<file path="src/hw/rtl/mocp_pkg.sv">
// ----------------------------------------------------------------------------
// mocp_pkg
// Shared types and constants for the motor overcurrent trip and retry block.
// ----------------------------------------------------------------------------
`default_nettype none

package mocp_pkg;

  // default current sample width
  localparam int MOCP_CURRENT_BITS = 16;

  // configuration port geometry
  localparam int CFG_INDEX_BITS = 3;
  localparam int CFG_DATA_BITS  = 16;

  // field widths
  localparam int THR_BITS     = 15;
  localparam int TICK_BITS    = 8;
  localparam int DELAY_BITS   = 16;
  localparam int MAXR_BITS    = 4;
  localparam int RESTART_BITS = 5;

  // largest restart count the block can reach (max_restarts + 1)
  localparam logic [RESTART_BITS-1:0] RESTART_CEIL = RESTART_BITS'(16);

  // register reset values
  localparam logic [THR_BITS-1:0]   THR_RST   = THR_BITS'(1000);
  localparam logic [TICK_BITS-1:0]  TRIP_RST  = TICK_BITS'(14);
  localparam logic [TICK_BITS-1:0]  RECOV_RST = TICK_BITS'(100);
  localparam logic [DELAY_BITS-1:0] DELAY_RST = DELAY_BITS'(1200);
  localparam logic [MAXR_BITS-1:0]  MAXR_RST  = MAXR_BITS'(8);

  // configuration register indexes
  typedef enum logic [CFG_INDEX_BITS-1:0] {
    CFG_THRESHOLD     = 3'd0,
    CFG_TRIP_TICKS    = 3'd1,
    CFG_RECOVER_TICKS = 3'd2,
    CFG_RESTART_DELAY = 3'd3,
    CFG_MAX_RESTARTS  = 3'd4
  } cfg_index_t;

  // configuration as seen by the datapath
  typedef struct packed {
    logic [THR_BITS-1:0]   overcurrent_threshold;
    logic [TICK_BITS-1:0]  trip_ticks;
    logic [TICK_BITS-1:0]  recover_ticks;
    logic [DELAY_BITS-1:0] restart_delay_ticks;
    logic [MAXR_BITS-1:0]  max_restarts;
  } cfg_t;

endpackage

`default_nettype wire

</file>
<file path="src/hw/rtl/mocp_cfg_regs.sv">
// ----------------------------------------------------------------------------
// mocp_cfg_regs
// Configuration register file written through a plain write port.
// ----------------------------------------------------------------------------
`default_nettype none

module mocp_cfg_regs
  import mocp_pkg::*;
(
  input  wire logic                      clk,
  input  wire logic                      rst,
  input  wire logic                      cfg_we,
  input  wire logic [CFG_INDEX_BITS-1:0] cfg_index,
  input  wire logic [CFG_DATA_BITS-1:0]  cfg_wdata,
  output cfg_t                           cfg
);

  // register write decode
  always_ff @(posedge clk) begin
    if (rst) begin
      cfg.overcurrent_threshold <= THR_RST;
      cfg.trip_ticks            <= TRIP_RST;
      cfg.recover_ticks         <= RECOV_RST;
      cfg.restart_delay_ticks   <= DELAY_RST;
      cfg.max_restarts          <= MAXR_RST;
    end else if (cfg_we) begin
      case (cfg_index)
        CFG_THRESHOLD:     cfg.overcurrent_threshold <= cfg_wdata[THR_BITS-1:0];
        CFG_TRIP_TICKS:    cfg.trip_ticks            <= cfg_wdata[TICK_BITS-1:0];
        CFG_RECOVER_TICKS: cfg.recover_ticks         <= cfg_wdata[TICK_BITS-1:0];
        CFG_RESTART_DELAY: cfg.restart_delay_ticks   <= cfg_wdata[DELAY_BITS-1:0];
        CFG_MAX_RESTARTS:  cfg.max_restarts          <= cfg_wdata[MAXR_BITS-1:0];
        default: begin
        end
      endcase
    end
  end

endmodule

`default_nettype wire

</file>
<file path="config.mk">
export PLATFORM = sky130hd
export DESIGN_NAME = mocp_cfg_regs
export DESIGN_NICKNAME = d
export VERILOG_FILES = /design/src/hw/rtl/mocp_pkg.sv /design/src/hw/rtl/mocp_cfg_regs.sv
export SDC_FILE = /design/constraint.sdc
export NUM_CORES = 1
export LEC_CHECK = 0
export BUFFER_PORTS_ARGS = -buffer_cell sky130_fd_sc_hd__buf_2
export CORE_MARGIN = 4
export CORE_UTILIZATION = 44
export DETAILED_ROUTE_END_ITERATION = 8
export GPL_ROUTABILITY_DRIVEN = 0
export PLACE_DENSITY = 0.81
export SLEW_MARGIN = 0
export SYNTH_ARGS = -nofsm -noshare
export SYNTH_HDL_FRONTEND = slang
export SYNTH_SLANG_ARGS = --single-unit
</file>
<file path="constraint.sdc">
create_clock -name clk -period 0.9 [get_ports clk]
set_input_delay 0.045 -clock clk [delete_from_list [all_inputs] [get_ports clk]]
set_output_delay 0.045 -clock clk [all_outputs]
set_load 0.03 [all_outputs]
</file>
# Word-level counts from Yosys, hierarchy flattened
# Index checks and enable logic that the tools add are counted.
# classes
n_reduce_logical	6
n_eq_ne	4
# ops
operator	count
2-bit AND reduction	5
3-bit by 2-bit == test with 1-bit output (second input constant)	2
3-bit by 1-bit == test with 1-bit output (second input constant)	1
3-bit == test (second input constant)	1
3-bit zero test	1
# totals
register_bits	51
wordCells	15
out_inout_bits	51
in_bits	22

# Depth between registers and ports, before layout
# logic_depth
depth_word	2
mapped_depth	4
mapped_depth_nobuf	2

# Worst setup path before layout
# Ideal clock, no wire load.
# synth_timing
path_kind	input-to-reg
from	in cfg_index[0]
to	reg cfg[41] in the netlist's numbering
stages	3
required_ns	0.777
setup_ns	0.123
path_buffers	1
arrival_time_ns	0.841
path_slack_ns	-0.065
cell_sequence	or4b_1 buf_4 mux2i_1
# synth_via
elab_chain_cells	2
# synth_rtl
element	line	source
start, declared	mocp_cfg_regs.sv:13	input wire logic [CFG_INDEX_BITS-1:0] cfg_index,
3-bit zero test	mocp_cfg_regs.sv:27	case (cfg_index)
2-bit AND reduction (no line)	--	
end, declared	mocp_cfg_regs.sv:15	output cfg_t cfg
# Every way passes these cells.
# A chain may end at the register's enable or synchronous reset.

# Worst setup path after layout
# layout_timing
from	reg cfg[5] in the netlist's numbering
to	out cfg[5] in the netlist's numbering
# No word-level cell between the ends.

==> summary.txt <==
Clock tree
  • Total CTS buffers: 5
  • CTS H-Tree Depth: 2
  • Setup Buffers After CTS: 0
  • Root buf cell: clkbuf_8
  • Clk sinks: slightly above 50
  • Reg clk slew, reported paths: 80 ps
  • CTS tree: done
  • Clock Path Buffers: 2
  • Clock latency at the later pin of the worst-skew pair: 300 ps

Logic synthesis
  • Number of synthesized register bits: 51
  • Ys Warns: 0
  • Prevailing post-synth register cell: dfxtp_1
  • Async SR Flop Fraction: 0%
  • Post-synth top cells: dfxtp_1 (51), mux2i_1 (51), nand2b_1 (50)
  • Sequential-to-total area share from yosys stat: 48.9%
  • Synth Area per Inst: 10.4 um2
  • Post-synth EDFFs: 0
  • Top cell type by total area after synthesis: dfxtp_1
  • Top post-synthesis cells by area: dfxtp_1 (49%), mux2i_1 (24%), nand2b_1 (15%), nor2_1 (4.9%), clkbuf_1 (1.8%)
  • Yosys cell types: 14
  • Synth top area share: 48.9%
  • Post-Synthesis Net Count: about 220
  • Mapped cell area: about 0.0021 mm2
  • Gate Count Post-Synth: 201

Global route
  • Pin count of the biggest net entering global routing: 44
  • Initial antenna violation count: 0
  • First-pass GRT wire length: 7450 um
  • Number of global-route vias before repair: approximately 1500
  • Total GRT Usage: 15.8%
  • Gr ovfl total: 0

Critical path
  • Slowest stage delay, CP: roughly 380 ps
  • Cell Chain, Critical Path: buf_6
  • Worst path required time: 850 ps
  • Worst Setup Start Kind: flip-flop
  • CP top delay family: flip-flops
  • Flop-to-flop setup slack: 280 ps
  • Reg2reg start: cfg[9]
  • CP Max Fanout: 2
  • Critical-path top delay cell: dfxtp_1
  • Reg2Reg Depth: 2
  • Worst path arrival time: 820 ps
  • Buffers and inverters on the worst path: 1
  • Worst Setup Path Type: reg -> out
  • CP Capture Type: output port
  • Worst reg2reg endpoint: cfg[9]

Timing
  • Post-layout min period: about 870 ps
  • Fin. max-slew vios: 0
  • Final hold violation count: 0
  • Final setup fails: 0
  • Relative slew slack: a little over four fifths
  • Worst-margin pin slew: 231 ps
  • Peak Freq: 1150 MHz
  • Final Cycle Share: between 90 and 100%
  • Clock Skew: 0 ps

Power and ir drop
  • P_int: 3.26 mW
  • Peak supply drop: 0.000840 V
  • Switching power: 1.02 mW
  • Gate power share: 12.4%
  • Switch share: 23.8%
  • Clock network power share: 33.0%
  • Leak: ~1.3 nW
  • PwrDens: 1470 mW/mm2
  • Register share of total power: a little over half
  • Total power: about 4.3 mW

Cells and area
  • Layout cells sized above 1: 37.5%
  • Ant diodes: 0
  • Synth-to-Final Area Change: 39.1%
  • Max reg flops: 51
  • Most flop-heavy register: cfg
  • Count of nets after finishing: 301
  • Final Instance Area: 0.00291 mm2
  • Biggest regs: cfg (51)

Hold path
  • Hold_sp: cfg_wdata[15]
  • Hold/Removal Path Class: in -> reg
  • Hold Path Stages: 3
  • Hold endpoint: cfg[19]

Die
  • Full die area: 0.00591 mm2
  • Die Y: 76.9 um
  • Row count: 24
  • Die width: 76.9 um
  • Core box area: 0.00447 mm2
  • Ports: 73
  • Initial Util: roughly 47%

Place
  • Dpl hpwl: ~3300 um
  • DP Area: 0.00261 mm2
  • Port Buffers: 72

Route
  • Remaining antenna violation count: 0
  • Post-Route WL: 4600 um
  • Initial DRT Pass Iterations: 4
  • Vias per std cell: 4.79
  • Via count: about 1600
  • DRC: 0
  • WL per Instance: ~14 um
  • Initial DRC Count: 65

Outcome
  • Status: finished clean

Job
  • # Max-Cap Violations: 0
==> power groups by stage <==
| stage | Combinational (mW) | Sequential, mW | Clock, mW |
|---|---|---|---|
| 6_report | 0.532 | 2.34 | 1.41 |
| 5_1_grt | 0.571 | 2.34 | 1.56 |
| 4_1_cts | 0.509 | 2.33 | 1.45 |
| 3_5_place_dp | 0.497 | 2.38 | 0 |
| 3_3_place_gp | 0.491 | 2.38 | 0 |
| 2_1_floorplan | 0.201 | 2.48 | 0 |
==> metrics by stage <==
stage | worst slack (ps) | utilization, % | cells | setup TNS [ps] | hold WS (ps)
after floorplan | -41.7 | - | 201 | -306 | 200
after global placement | -165 | 58.3 | 323 | -4370 | 315
after detailed placement | -177 | 58.3 | 323 | -5250 | 325
after CTS | 0.180 | 61.6 | 332 | 0 | 1.04
after global routing | -3.46 | 64.9 | 332 | -4.88 | 14.2
final | 33.5 | 64.9 | 332 | 0 | 8.50
==> what timing repair did <==
item,CTS,global route
hold endpoints to repair,1,0
resized for setup,15,94
hold buffers,1,0
endpoints found under the setup margin,15,47
==> final cells by class <==
cell class | count | area (um2)
Timing Repair Buffer | 85 | 683
Multi-Input combinational cell | 136 | 1020
Sequential cell | 51 | 1030
Clock buffer | 8 | 100
Tap cell | 52 | 65.1
Fill cell | 375 | 1570
==> layout by cell type, fill, tap and decap left out, drive strengths merged <==
master | Yosys | routed
nand2b | 50 | 50
mux2i | 51 | 51
clkbuf | 10 | 8
nor2 | 27 | 27
nand4b | 1 | 1
nor4b | 1 | 1
nor4bb | 1 | 1
buf | 4 | 84
and4bb | 1 | 1
and4b | 1 | 1
nand4bb | 2 | 2
dfxtp | 51 | 51
dlygate4sd3 | 0 | 1
or4b | 1 | 1
==> cells by family (layout without fill, tap and decap cells) <==
group                  count (synthesis)  in the layout  share of synthesized area (%)
AND/OR/NAND/NOR                       85             85                           23.8
buffers and inverters                 14             93                           2.88
flip-flops                            51             51                           48.9
multiplexers                          51             51                           24.4
==> metal layers <==
layer | routed length [um] | global-route usage (%) | up-vias
met4 | 70 | 6.52 | 0
met1 | 1980 | 18.6 | 720
met2 | 2230 | 26.0 | 46
met3 | 315 | 5.62 | 6
met5 | 0 | 0 | -
li1 | - | - | 818
==> worst min-delay path: cells and delay by family <==
family | cells | cell delay, ps
buf+inv | 1 | 100
simple gates | 1 | 60
mux | 1 | 60
==> worst max-delay path by stage <==
stage            startpoint      end  slack (ps)  depth (start not counted)
5_1_grt             cfg[47]  cfg[47]          -3                          1
2_1_floorplan  cfg_index[0]  cfg[41]         -40                          3
6_report             cfg[5]   cfg[5]          30                          1
3_3_place_gp   cfg_index[0]  cfg[41]        -170                          3
3_5_place_dp   cfg_index[0]  cfg[47]        -180                          3
4_1_cts              cfg[6]   cfg[6]         0.2                          1
Power figures use the tool's default switching activity.
